$ cat config.mk
export PLATFORM = sky130hd
export DESIGN_NAME = bisection_root_finder
export DESIGN_NICKNAME = d
export VERILOG_FILES = /design/src/rtl/bisr_pkg.sv /design/src/rtl/bisr_cfg.sv /design/src/rtl/bisr_sequencer.sv /design/src/rtl/bisr_datapath.sv /design/src/rtl/bisection_root_finder.sv
export SDC_FILE = /design/constraint.sdc
export NUM_CORES = 2
export LEC_CHECK = 0
export ABC_CLOCK_PERIOD_IN_PS = 12300
export BUFFER_PORTS_ARGS = -buffer_cell sky130_fd_sc_hd__buf_4
export CORE_MARGIN = 3
export CORE_UTILIZATION = 43
export CTS_BUF_LIST = sky130_fd_sc_hd__clkbuf_4 sky130_fd_sc_hd__clkbuf_8
export CTS_CLUSTER_SIZE = 8
export DETAILED_ROUTE_END_ITERATION = 8
export MAX_ROUTING_LAYER = met4
export PLACE_DENSITY_LB_ADDON = 0.2
export SLEW_MARGIN = 15
export SYNTH_ARGS = -nofsm -noshare
export SYNTH_HDL_FRONTEND = slang
export SYNTH_HIERARCHICAL = 1
export SYNTH_SLANG_ARGS = --single-unit
$ cat constraint.sdc
create_clock -name clk_i -period 12.3 [get_ports clk_i]
set_input_delay 1.23 -clock clk_i [delete_from_list [all_inputs] [get_ports clk_i]]
set_output_delay 1.23 -clock clk_i [all_outputs]
set_load 0.02 [all_outputs]
$ cat src/rtl/bisr_pkg.sv
// ----------------------------------------------------------------------------
// bisr_pkg
// Shared types, codes and the microprogram of the bisection root finder.
// ----------------------------------------------------------------------------
package bisr_pkg;

  // fixed field widths
  localparam int unsigned VALUE_W   = 24;
  localparam int unsigned CAP_W     = 8;
  localparam int unsigned CFG_IDX_W = 3;
  localparam int unsigned UPC_W     = 5;

  localparam logic [CAP_W-1:0] CAP_RST = CAP_W'(64);

  typedef logic signed [VALUE_W-1:0] value_t;

  // configuration register indexes
  typedef enum logic [CFG_IDX_W-1:0] {
    CFG_COEF_SQUARE   = 3'd0,
    CFG_COEF_LINEAR   = 3'd1,
    CFG_COEF_CONSTANT = 3'd2,
    CFG_TOLERANCE     = 3'd3,
    CFG_ITERATION_CAP = 3'd4
  } cfg_idx_e;

  typedef enum logic [1:0] {
    OUTCOME_CONVERGED = 2'd0,
    OUTCOME_INVALID   = 2'd1,
    OUTCOME_CAP       = 2'd2
  } outcome_e;

  typedef struct packed {
    value_t interval_low;
    value_t interval_high;
  } in_t;

  typedef struct packed {
    value_t             root_estimate;
    logic [CAP_W-1:0]   halvings_done;
    outcome_e           outcome;
  } out_t;

  typedef struct packed {
    value_t               coef_square;
    value_t               coef_linear;
    value_t               coef_constant;
    logic [VALUE_W-2:0]   tolerance;
    logic [CAP_W-1:0]     iteration_cap;
  } cfg_t;

  // multiplier operand selection
  typedef enum logic [2:0] {
    MUL_NONE  = 3'd0,
    MUL_XX    = 3'd1,
    MUL_SQ_LO = 3'd2,
    MUL_SQ_HI = 3'd3,
    MUL_LIN   = 3'd4
  } mul_op_e;

  // accumulator operation
  typedef enum logic [1:0] {
    ACC_HOLD  = 2'd0,
    ACC_LOAD  = 2'd1,
    ACC_ADD_W = 2'd2,
    ACC_ADD_F = 2'd3
  } acc_op_e;

  // bookkeeping action of a step
  typedef enum logic [2:0] {
    ACT_NONE    = 3'd0,
    ACT_ACCEPT  = 3'd1,
    ACT_SAVE_LO = 3'd2,
    ACT_CHECK   = 3'd3,
    ACT_BISECT  = 3'd4
  } act_e;

  // sequencing of a step
  typedef enum logic [1:0] {
    JMP_NEXT = 2'd0,
    JMP_IN   = 2'd1,
    JMP_END  = 2'd2
  } jmp_e;

  typedef struct packed {
    mul_op_e          mul_op;
    acc_op_e          acc_op;
    act_e             act;
    jmp_e             jmp;
    logic [UPC_W-1:0] target;
  } ctl_t;

  typedef struct packed {
    logic in_fire;
    logic done;
    logic out_busy;
  } status_t;

  // microprogram layout
  localparam int U_IDLE     = 0;
  localparam int U_EVAL_LO  = 1;
  localparam int U_SAVE_LO  = 6;
  localparam int U_EVAL_HI  = 7;
  localparam int U_CHECK    = 12;
  localparam int U_EVAL_MID = 13;
  localparam int U_BISECT   = 18;
  localparam int U_LEN      = 19;

  // offsets inside one polynomial evaluation
  localparam int E_XX    = 0;
  localparam int E_SQ_LO = 1;
  localparam int E_SQ_HI = 2;
  localparam int E_LIN   = 3;
  localparam int E_ADD_F = 4;
  localparam int E_LEN   = 5;

  // control store
  function automatic ctl_t ucode(input logic [UPC_W-1:0] addr);
    ctl_t w;
    int   a;
    int   e;
    a        = int'(addr);
    w.mul_op = MUL_NONE;
    w.acc_op = ACC_HOLD;
    w.act    = ACT_NONE;
    w.jmp    = JMP_NEXT;
    w.target = UPC_W'(U_IDLE);
    if (a >= U_EVAL_LO && a < U_EVAL_LO + E_LEN) begin
      e = a - U_EVAL_LO;
    end else if (a >= U_EVAL_HI && a < U_EVAL_HI + E_LEN) begin
      e = a - U_EVAL_HI;
    end else if (a >= U_EVAL_MID && a < U_EVAL_MID + E_LEN) begin
      e = a - U_EVAL_MID;
    end else begin
      e = -1;
    end
    // f(x) = (xx_lo*c2 + c0<<2F) + (xx_hi*c2)<<W + (x*c1)<<F
    unique case (e)
      E_XX:    w.mul_op = MUL_XX;
      E_SQ_LO: w.mul_op = MUL_SQ_LO;
      E_SQ_HI: begin
        w.mul_op = MUL_SQ_HI;
        w.acc_op = ACC_LOAD;
      end
      E_LIN: begin
        w.mul_op = MUL_LIN;
        w.acc_op = ACC_ADD_W;
      end
      E_ADD_F: w.acc_op = ACC_ADD_F;
      default: ;
    endcase
    unique case (a)
      U_IDLE: begin
        w.act = ACT_ACCEPT;
        w.jmp = JMP_IN;
      end
      U_SAVE_LO: w.act = ACT_SAVE_LO;
      U_CHECK: begin
        w.act    = ACT_CHECK;
        w.jmp    = JMP_END;
        w.target = UPC_W'(U_EVAL_MID);
      end
      U_BISECT: begin
        w.act    = ACT_BISECT;
        w.jmp    = JMP_END;
        w.target = UPC_W'(U_EVAL_MID);
      end
      default: begin
        if (a >= U_LEN) w.jmp = JMP_END;
      end
    endcase
    return w;
  endfunction

endpackage

$ cat src/rtl/bisr_cfg.sv
// ----------------------------------------------------------------------------
// bisr_cfg
// Configuration register file: polynomial coefficients, tolerance and cap.
// ----------------------------------------------------------------------------
module bisr_cfg #(
  parameter int FRACTION_BITS = 16
) (
  input  logic                            clk_i,
  input  logic                            rst_ni,
  input  logic                            cfg_valid_i,
  output logic                            cfg_ready_o,
  input  logic [bisr_pkg::CFG_IDX_W-1:0]  cfg_index_i,
  input  logic [bisr_pkg::VALUE_W-1:0]    cfg_data_i,
  output bisr_pkg::cfg_t                  cfg_o
);

  localparam int unsigned W = bisr_pkg::VALUE_W;

  // reset polynomial 1, -4, 3 and a tolerance of about 0.0001
  localparam logic signed [63:0] SQ_RST  = 64'sd1 <<< FRACTION_BITS;
  localparam logic signed [63:0] LIN_RST = -(64'sd4 <<< FRACTION_BITS);
  localparam logic signed [63:0] CON_RST = 64'sd3 <<< FRACTION_BITS;
  localparam logic [63:0] TOL_RST = ((64'd1 << FRACTION_BITS) + 64'd5000) / 64'd10000;

  bisr_pkg::cfg_t cfg_q, cfg_d;

  assign cfg_ready_o = 1'b1;

  // register write decode
  always_comb begin
    cfg_d = cfg_q;
    if (cfg_valid_i) begin
      unique case (bisr_pkg::cfg_idx_e'(cfg_index_i))
        bisr_pkg::CFG_COEF_SQUARE:   cfg_d.coef_square   = cfg_data_i;
        bisr_pkg::CFG_COEF_LINEAR:   cfg_d.coef_linear   = cfg_data_i;
        bisr_pkg::CFG_COEF_CONSTANT: cfg_d.coef_constant = cfg_data_i;
        bisr_pkg::CFG_TOLERANCE:     cfg_d.tolerance     = cfg_data_i[W-2:0];
        bisr_pkg::CFG_ITERATION_CAP:
          cfg_d.iteration_cap = cfg_data_i[bisr_pkg::CAP_W-1:0];
        default: ;
      endcase
    end
  end

  always_ff @(posedge clk_i or negedge rst_ni) begin
    if (!rst_ni) begin
      cfg_q.coef_square   <= SQ_RST[W-1:0];
      cfg_q.coef_linear   <= LIN_RST[W-1:0];
      cfg_q.coef_constant <= CON_RST[W-1:0];
      cfg_q.tolerance     <= TOL_RST[W-2:0];
      cfg_q.iteration_cap <= bisr_pkg::CAP_RST;
    end else begin
      cfg_q <= cfg_d;
    end
  end

  assign cfg_o = cfg_q;

endmodule

$ cat src/rtl/bisr_sequencer.sv
// ----------------------------------------------------------------------------
// bisr_sequencer
// Microprogram counter with conditional jumps; fetches one control word a step.
// ----------------------------------------------------------------------------
module bisr_sequencer (
  input  logic               clk_i,
  input  logic               rst_ni,
  input  bisr_pkg::status_t  status_i,
  output bisr_pkg::ctl_t     ctl_o
);

  localparam int unsigned UW = bisr_pkg::UPC_W;

  logic [UW-1:0]  upc_q, upc_d;
  bisr_pkg::ctl_t ctl;

  // control store fetch
  assign ctl   = bisr_pkg::ucode(upc_q);
  assign ctl_o = ctl;

  // next step selection
  always_comb begin
    unique case (ctl.jmp)
      bisr_pkg::JMP_NEXT: upc_d = upc_q + UW'(1);
      bisr_pkg::JMP_IN:   upc_d = status_i.in_fire ? upc_q + UW'(1) : upc_q;
      bisr_pkg::JMP_END: begin
        priority if (status_i.done && status_i.out_busy) begin
          upc_d = upc_q;
        end else if (status_i.done) begin
          upc_d = UW'(bisr_pkg::U_IDLE);
        end else begin
          upc_d = ctl.target;
        end
      end
      default: upc_d = UW'(bisr_pkg::U_IDLE);
    endcase
  end

  always_ff @(posedge clk_i or negedge rst_ni) begin
    if (!rst_ni) begin
      upc_q <= UW'(bisr_pkg::U_IDLE);
    end else begin
      upc_q <= upc_d;
    end
  end

  // program counter stays inside the control store
  a_upc_range: assert property (@(posedge clk_i) disable iff (!rst_ni)
    int'(upc_q) < bisr_pkg::U_LEN)
    else $error("microprogram counter out of range");

  // a finished item waiting on a busy output keeps its step
  a_hold_step: assert property (@(posedge clk_i) disable iff (!rst_ni)
    (ctl.jmp == bisr_pkg::JMP_END) && status_i.done && status_i.out_busy
    |=> $stable(upc_q))
    else $error("step left while result could not be stored");

  // an accepted request starts evaluation at the low end
  a_start_eval: assert property (@(posedge clk_i) disable iff (!rst_ni)
    status_i.in_fire |=> (int'(upc_q) == bisr_pkg::U_EVAL_LO))
    else $error("request did not start evaluation");

endmodule

$ cat src/rtl/bisr_datapath.sv
// ----------------------------------------------------------------------------
// bisr_datapath
// Interval registers, shared multiplier, wide accumulator and result register.
// ----------------------------------------------------------------------------
module bisr_datapath #(
  parameter int FRACTION_BITS = 16
) (
  input  logic               clk_i,
  input  logic               rst_ni,
  input  bisr_pkg::cfg_t     cfg_i,
  input  bisr_pkg::ctl_t     ctl_i,
  output bisr_pkg::status_t  status_o,
  input  logic               in_valid_i,
  output logic               in_stall_o,
  input  bisr_pkg::in_t      in_data_i,
  output logic               out_valid_o,
  input  logic               out_stall_i,
  output bisr_pkg::out_t     out_data_o
);

  localparam int unsigned W     = bisr_pkg::VALUE_W;
  localparam int unsigned F     = FRACTION_BITS;
  localparam int unsigned CW    = bisr_pkg::CAP_W;
  localparam int unsigned T_SQ  = 3 * W;
  localparam int unsigned T_LIN = 2 * W + F;
  localparam int unsigned T_CON = W + 2 * F;
  localparam int unsigned T_MAX = (T_SQ > T_LIN) ? T_SQ : T_LIN;
  localparam int unsigned ACC_W = ((T_MAX > T_CON) ? T_MAX : T_CON) + 3;

  function automatic bisr_pkg::value_t midpoint(input bisr_pkg::value_t a,
                                                input bisr_pkg::value_t b);
    logic signed [W:0] s;
    s = {a[W-1], a} + {b[W-1], b};
    return s[W:1];
  endfunction

  bisr_pkg::value_t          lo_q, lo_d, hi_q, hi_d, x_q, x_d;
  logic signed [2*W-1:0]     xx_q;
  logic signed [2*W:0]       p_q, prod;
  logic signed [W:0]         mul_a;
  logic signed [W-1:0]       mul_b;
  logic signed [ACC_W-1:0]   acc_q, acc_d, p_ext, c0_ext;
  logic [ACC_W-1:0]          acc_bits, acc_inv, tol_wide;
  logic                      slo_zero_q, slo_zero_d, slo_neg_q, slo_neg_d;
  logic [CW-1:0]             count_q, count_d;
  logic                      out_valid_q, out_valid_d;
  bisr_pkg::out_t            out_q, result;
  logic                      in_fire, acc_zero, acc_neg, keep_lower, invalid;
  logic                      converged, cap_hit, done, out_free, emit;
  bisr_pkg::value_t          mid_cur, mid_next, new_lo, new_hi;

  // input handshake
  assign in_stall_o = (ctl_i.act != bisr_pkg::ACT_ACCEPT);
  assign in_fire    = in_valid_i && !in_stall_o;

  // shared multiplier operand selection
  always_comb begin
    unique case (ctl_i.mul_op)
      bisr_pkg::MUL_XX: begin
        mul_a = {x_q[W-1], x_q};
        mul_b = x_q;
      end
      bisr_pkg::MUL_SQ_LO: begin
        mul_a = {1'b0, xx_q[W-1:0]};
        mul_b = cfg_i.coef_square;
      end
      bisr_pkg::MUL_SQ_HI: begin
        mul_a = {xx_q[2*W-1], xx_q[2*W-1:W]};
        mul_b = cfg_i.coef_square;
      end
      bisr_pkg::MUL_LIN: begin
        mul_a = {x_q[W-1], x_q};
        mul_b = cfg_i.coef_linear;
      end
      default: begin
        mul_a = '0;
        mul_b = '0;
      end
    endcase
  end

  assign prod = mul_a * mul_b;

  // accumulator of the polynomial terms
  assign p_ext  = ACC_W'(p_q);
  assign c0_ext = ACC_W'(cfg_i.coef_constant) <<< (2 * F);

  always_comb begin
    unique case (ctl_i.acc_op)
      bisr_pkg::ACC_LOAD:  acc_d = p_ext + c0_ext;
      bisr_pkg::ACC_ADD_W: acc_d = acc_q + (p_ext <<< W);
      bisr_pkg::ACC_ADD_F: acc_d = acc_q + (p_ext <<< F);
      default:             acc_d = acc_q;
    endcase
  end

  // sign and tolerance tests on f
  assign acc_zero = (acc_q == '0);
  assign acc_neg  = acc_q[ACC_W-1];
  assign acc_bits = acc_q;
  assign acc_inv  = ~acc_bits;
  assign tol_wide = ACC_W'(cfg_i.tolerance) << (2 * F);
  // for negative f, |f| <= tol is the same as ~f < tol
  assign converged = acc_neg ? (acc_inv < tol_wide) : (acc_bits <= tol_wide);
  assign cap_hit   = (count_q >= cfg_i.iteration_cap);
  assign invalid   = !slo_zero_q && !acc_zero && (slo_neg_q == acc_neg);
  assign keep_lower = !slo_zero_q && !acc_zero && (slo_neg_q != acc_neg);

  // next interval and its midpoint
  assign mid_cur  = midpoint(lo_q, hi_q);
  assign new_lo   = keep_lower ? lo_q : x_q;
  assign new_hi   = keep_lower ? x_q : hi_q;
  assign mid_next = midpoint(new_lo, new_hi);

  // end of item and result word
  always_comb begin
    done   = 1'b0;
    result = '{root_estimate: '0, halvings_done: '0,
               outcome: bisr_pkg::OUTCOME_INVALID};
    unique case (ctl_i.act)
      bisr_pkg::ACT_CHECK: done = invalid;
      bisr_pkg::ACT_BISECT: begin
        done                 = converged || cap_hit;
        result.root_estimate = x_q;
        result.halvings_done = count_q;
        result.outcome       = converged ? bisr_pkg::OUTCOME_CONVERGED
                                         : bisr_pkg::OUTCOME_CAP;
      end
      default: ;
    endcase
  end

  assign out_free = !out_valid_q || !out_stall_i;
  assign emit     = done && out_free;

  // interval, evaluation point and sign bookkeeping
  always_comb begin
    lo_d       = lo_q;
    hi_d       = hi_q;
    x_d        = x_q;
    slo_zero_d = slo_zero_q;
    slo_neg_d  = slo_neg_q;
    count_d    = count_q;
    unique case (ctl_i.act)
      bisr_pkg::ACT_ACCEPT: begin
        if (in_fire) begin
          lo_d    = in_data_i.interval_low;
          hi_d    = in_data_i.interval_high;
          x_d     = in_data_i.interval_low;
          count_d = '0;
        end
      end
      bisr_pkg::ACT_SAVE_LO: begin
        slo_zero_d = acc_zero;
        slo_neg_d  = acc_neg;
        x_d        = hi_q;
      end
      bisr_pkg::ACT_CHECK: begin
        if (!invalid) x_d = mid_cur;
      end
      bisr_pkg::ACT_BISECT: begin
        if (!done) begin
          lo_d    = new_lo;
          hi_d    = new_hi;
          x_d     = mid_next;
          count_d = count_q + CW'(1);
          if (!keep_lower) begin
            slo_zero_d = acc_zero;
            slo_neg_d  = acc_neg;
          end
        end
      end
      default: ;
    endcase
  end

  // output register
  always_comb begin
    out_valid_d = out_valid_q;
    if (emit) begin
      out_valid_d = 1'b1;
    end else if (!out_stall_i) begin
      out_valid_d = 1'b0;
    end
  end

  always_ff @(posedge clk_i or negedge rst_ni) begin
    if (!rst_ni) begin
      out_valid_q <= 1'b0;
    end else begin
      out_valid_q <= out_valid_d;
    end
  end

  // payload registers
  always_ff @(posedge clk_i) begin
    lo_q       <= lo_d;
    hi_q       <= hi_d;
    x_q        <= x_d;
    slo_zero_q <= slo_zero_d;
    slo_neg_q  <= slo_neg_d;
    count_q    <= count_d;
    acc_q      <= acc_d;
    if (ctl_i.mul_op == bisr_pkg::MUL_XX) begin
      xx_q <= prod[2*W-1:0];
    end else if (ctl_i.mul_op != bisr_pkg::MUL_NONE) begin
      p_q <= prod;
    end
    if (emit) out_q <= result;
  end

  assign out_valid_o = out_valid_q;
  assign out_data_o  = out_q;

  assign status_o.in_fire  = in_fire;
  assign status_o.done     = done;
  assign status_o.out_busy = !out_free;

  // halving count never passes the cap
  a_count_cap: assert property (@(posedge clk_i) disable iff (!rst_ni)
    (ctl_i.act == bisr_pkg::ACT_BISECT) |-> (count_q <= cfg_i.iteration_cap))
    else $error("halving count beyond cap");

  // the tested midpoint lies between the interval ends
  a_mid_inside: assert property (@(posedge clk_i) disable iff (!rst_ni)
    (ctl_i.act == bisr_pkg::ACT_BISECT) |->
    (((x_q >= lo_q) && (x_q <= hi_q)) || ((x_q <= lo_q) && (x_q >= hi_q))))
    else $error("midpoint outside interval");

  // a cap result always reports the full number of halvings
  a_cap_count: assert property (@(posedge clk_i) disable iff (!rst_ni)
    out_valid_q && (out_q.outcome == bisr_pkg::OUTCOME_CAP) |->
    (out_q.halvings_done == cfg_i.iteration_cap))
    else $error("cap result with wrong halving count");

endmodule

$ cat src/rtl/bisection_root_finder.sv
// ----------------------------------------------------------------------------
// bisection_root_finder
// Bisection search for a root of c2*x*x + c1*x + c0 in signed Q8.16.
// ----------------------------------------------------------------------------
// Usage: a request on the input channel (in_valid_i / in_stall_o) carries one
// search interval; the block answers with exactly one result on the output
// channel (out_valid_o / out_stall_i): final midpoint, halvings done and an
// outcome code (converged, invalid interval, cap reached). A request is taken
// when valid is high and stall is low.
// The coefficients, tolerance and iteration cap sit on a separate write port
// (cfg_valid_i / cfg_ready_o, index and data); write them only while idle.
// A microcoded sequencer drives one shared multiplier, so each polynomial
// evaluation runs as a sequence of steps: x*x, the low and high halves of
// x*x times c2, x times c1 and a final add. Both ends are evaluated first;
// for a valid interval each midpoint is then evaluated in turn. A new
// request can be taken in the cycle after a result is stored.
// Reset loads the polynomial 1, -4, 3, a tolerance of 7 LSB and a cap of 64,
// and empties the output register. A stalled result stays in the output
// register; the next item runs up to its own result and then waits for it.
// ----------------------------------------------------------------------------
module bisection_root_finder #(
  parameter int FRACTION_BITS = 16
) (
  input  logic                            clk_i,
  input  logic                            rst_ni,
  input  logic                            in_valid_i,
  output logic                            in_stall_o,
  input  bisr_pkg::in_t                   in_data_i,
  output logic                            out_valid_o,
  input  logic                            out_stall_i,
  output bisr_pkg::out_t                  out_data_o,
  input  logic                            cfg_valid_i,
  output logic                            cfg_ready_o,
  input  logic [bisr_pkg::CFG_IDX_W-1:0]  cfg_index_i,
  input  logic [bisr_pkg::VALUE_W-1:0]    cfg_data_i
);

  bisr_pkg::cfg_t    cfg;
  bisr_pkg::ctl_t    ctl;
  bisr_pkg::status_t status;

  // configuration registers
  bisr_cfg #(
    .FRACTION_BITS (FRACTION_BITS)
  ) u_cfg (
    .clk_i       (clk_i),
    .rst_ni      (rst_ni),
    .cfg_valid_i (cfg_valid_i),
    .cfg_ready_o (cfg_ready_o),
    .cfg_index_i (cfg_index_i),
    .cfg_data_i  (cfg_data_i),
    .cfg_o       (cfg)
  );

  // microprogram sequencer
  bisr_sequencer u_seq (
    .clk_i    (clk_i),
    .rst_ni   (rst_ni),
    .status_i (status),
    .ctl_o    (ctl)
  );

  // datapath
  bisr_datapath #(
    .FRACTION_BITS (FRACTION_BITS)
  ) u_dp (
    .clk_i       (clk_i),
    .rst_ni      (rst_ni),
    .cfg_i       (cfg),
    .ctl_i       (ctl),
    .status_o    (status),
    .in_valid_i  (in_valid_i),
    .in_stall_o  (in_stall_o),
    .in_data_i   (in_data_i),
    .out_valid_o (out_valid_o),
    .out_stall_i (out_stall_i),
    .out_data_o  (out_data_o)
  );

endmodule

==> flow_summary.yaml <==
clock_tree:
  post_cts_resized: 0
  tritoncts: "done"
  clock_path_buffers: 3
  clock_sinks: 397
  clk_pin_slew_worst_paths_ns: 0.06
  htreeDepth: 3
  ctsRootBufferMaster: "clkbuf_8"
  clock_latency_ns: 0.70
  cts_setup_buffers: 0
  cts_hold_buf: 0
  cts_buffers: 73
cells_and_area:
  syn_to_final_growth_pct: 8.50
  fill_cells: 11000
  design_area_um2: 54400
  drive_above_1_share: 0.104
  register_area_um2: 11400
  multi_input_area_um2: 34900
  finish.net_count: 6562
critical_path:
  worstReg2RegEnd: "u_dp/p_q[48]$_DFFE_PP_"
  reg2regPathDepth: 35
  cpPeakStageDelay_ns: 0.75
  slowest_stage: "a21o_1"
  crit_path_end_kind: "register"
  required_ns: 12.72
  r2r_slack_ns: 0.96
  critPathArrivalTime_ns: 11.75
  cp-startpoint: "u_seq/upc_q[4]$_DFFE_PN0P_"
  cpMostUsedCell: "fa_1"
  crit_end: "u_dp/p_q[48]$_DFFE_PP_"
  path_max_fanout: 32
  r2r-start: "u_seq/upc_q[4]$_DFFE_PN0P_"
  worstSetupPathType: "register to register"
  cp-start-kind: "register"
sta:
  worst_slew_pin_slew_ns: 1.13
  max_freq_mhz: 88.2
  rsz0062_at_grt: "no"
  maxSlewViolCount: 0
  finalHoldWorstSlack_ns: 0.503
  finalCritPeriodShare: 0.922
  finalSetupViolations: 0
  timing.slew.headroom: 0.244
  layout_setup_ws_ns: 0.964
  fin_worst_skew_ns: 0.0810
  finalSetupTns_ns: 0
  finalCriticalPeriod_ns: 11.34
  finalHoldViolations: 0
drt:
  drtAntennaViolNets: 0
  viasPerCell: 5.73
  wl_per_cell_um: 24.7
  vias: 40400
  drc: 0
  routed_wl_mm: 174
  first_pass_iters: 6
  drtIter0Drc: 3908
logic_synthesis:
  syn_area_per_cell_um2: 9.27
  postSynthCellCount: 5411
  syn-cell-area_um2: 50100
  syn_nets: 6497
  ys_warn_count: 6
floorplan:
  die_height_um: 347
  core_area_um2: 115000
  initial_core_util: 0.436
  fp.dieW_um: 347
  row_count: 124
  boundaryPins: 117
  die_area_um2: 121000
place:
  io_buffer_count: 115
  placed_area_um2: 52900
  dp_slack_ns: 1.02
  hpwl_mm: 138
  gp_congestion: 1.00
grt:
  grt_usage: 0.294
  grt_max_degree: 78
  grt_overflow: 0
  antenna_found_initial: 12
  grt_pass1_wl_mm: 259
  grt_pass1_vias: 40400
run_status:
  status: "finished clean"
min_path:
  min_path_type: "register to register"
run:
  drv_cap: 0
==> worst max-delay path, delay by kind of cell (launching register included) <==
kind	cells	cell delay, ns
AO/OA/AOI/OAI	10	3.80
flip-flops	1	0.63
adder cells (fa/ha/maj)	8	3.89
AND/OR/NAND/NOR	9	1.91
XOR/XNOR	1	0.14
buffers and inverters	7	0.73
==> final cells by class <==
cell class,count,area share
flip-flops and latches,397,0.209
clock inverters,27,0.00471
well taps,1512,0.0348
diodes,2,0.0000920
inverters,792,0.0546
repair buffers,222,0.0309
clock buffers,104,0.0236
multi-input cells,3990,0.642
==> worst min path at each step <==
stage,start,to,slack (ns),cells after the start
3_5_place_dp,u_cfg/cfg_o[14]$_DFFE_PN0P_,u_cfg/cfg_o[14]$_DFFE_PN0P_,0.49,1
3_3_place_gp,u_cfg/cfg_o[11]$_DFFE_PN0P_,u_cfg/cfg_o[11]$_DFFE_PN0P_,0.49,1
2_1_floorplan,u_cfg/cfg_o[98]$_DFFE_PN0P_,u_cfg/cfg_o[98]$_DFFE_PN0P_,0.46,1
6_report,u_cfg/cfg_o[12]$_DFFE_PN0P_,u_cfg/cfg_o[12]$_DFFE_PN0P_,0.50,1
4_1_cts,u_cfg/cfg_o[14]$_DFFE_PN0P_,u_cfg/cfg_o[14]$_DFFE_PN0P_,0.51,1
5_1_grt,u_cfg/cfg_o[13]$_DFFE_PN0P_,u_cfg/cfg_o[13]$_DFFE_PN0P_,0.52,1
==> registers in the layout (all words and copies together) (netlist names), 5 cells and up <==
register,flops
u_cfg/cfg_o,103
u_dp/acc_bits,75
u_dp/p_q,49
u_dp/xx_q,48
u_dp/out_data_o,34
u_dp/hi_q,24
u_dp/lo_q,24
u_dp/x_q,24
u_dp/count_q,8
u_seq/upc_q,5
==> placed cells by master (no fill, tap or decap), drive strengths merged, types with 38 or more instances in the layout <==
master	instances
a31oi	40
nor2	460
ha	372
and3	58
nand4	44
edfxtp	288
nand3	56
fa	634
a21o	132
inv	796
xnor2	121
xor2	85
o21a	51
mux2i	41
a21oi	286
nand2	701
buf	222
nor2b	56
mux2	153
clkbuf	104
nor3	38
o21bai	40
dfrtp	96
o21ai	207
==> metrics by stage <==
step                std cells  utilization
floorplan                5411            -
global placement         6913        0.460
detailed placement       6913        0.460
CTS                      7044        0.473
global route             7045        0.473
finish                   7046        0.473
==> per-layer routing <==
metal,up-vias,global-route usage,part of all wire
li1,18100,-,-
met1,20300,0.402,0.44
met2,1693,0.450,0.45
met3,319,0.0376,0.073
met4,0,0.103,0.043
met5,-,-,0
Power is not shown: default switching activity piles up to over one toggle a cycle in this logic, so the estimate is an artifact.
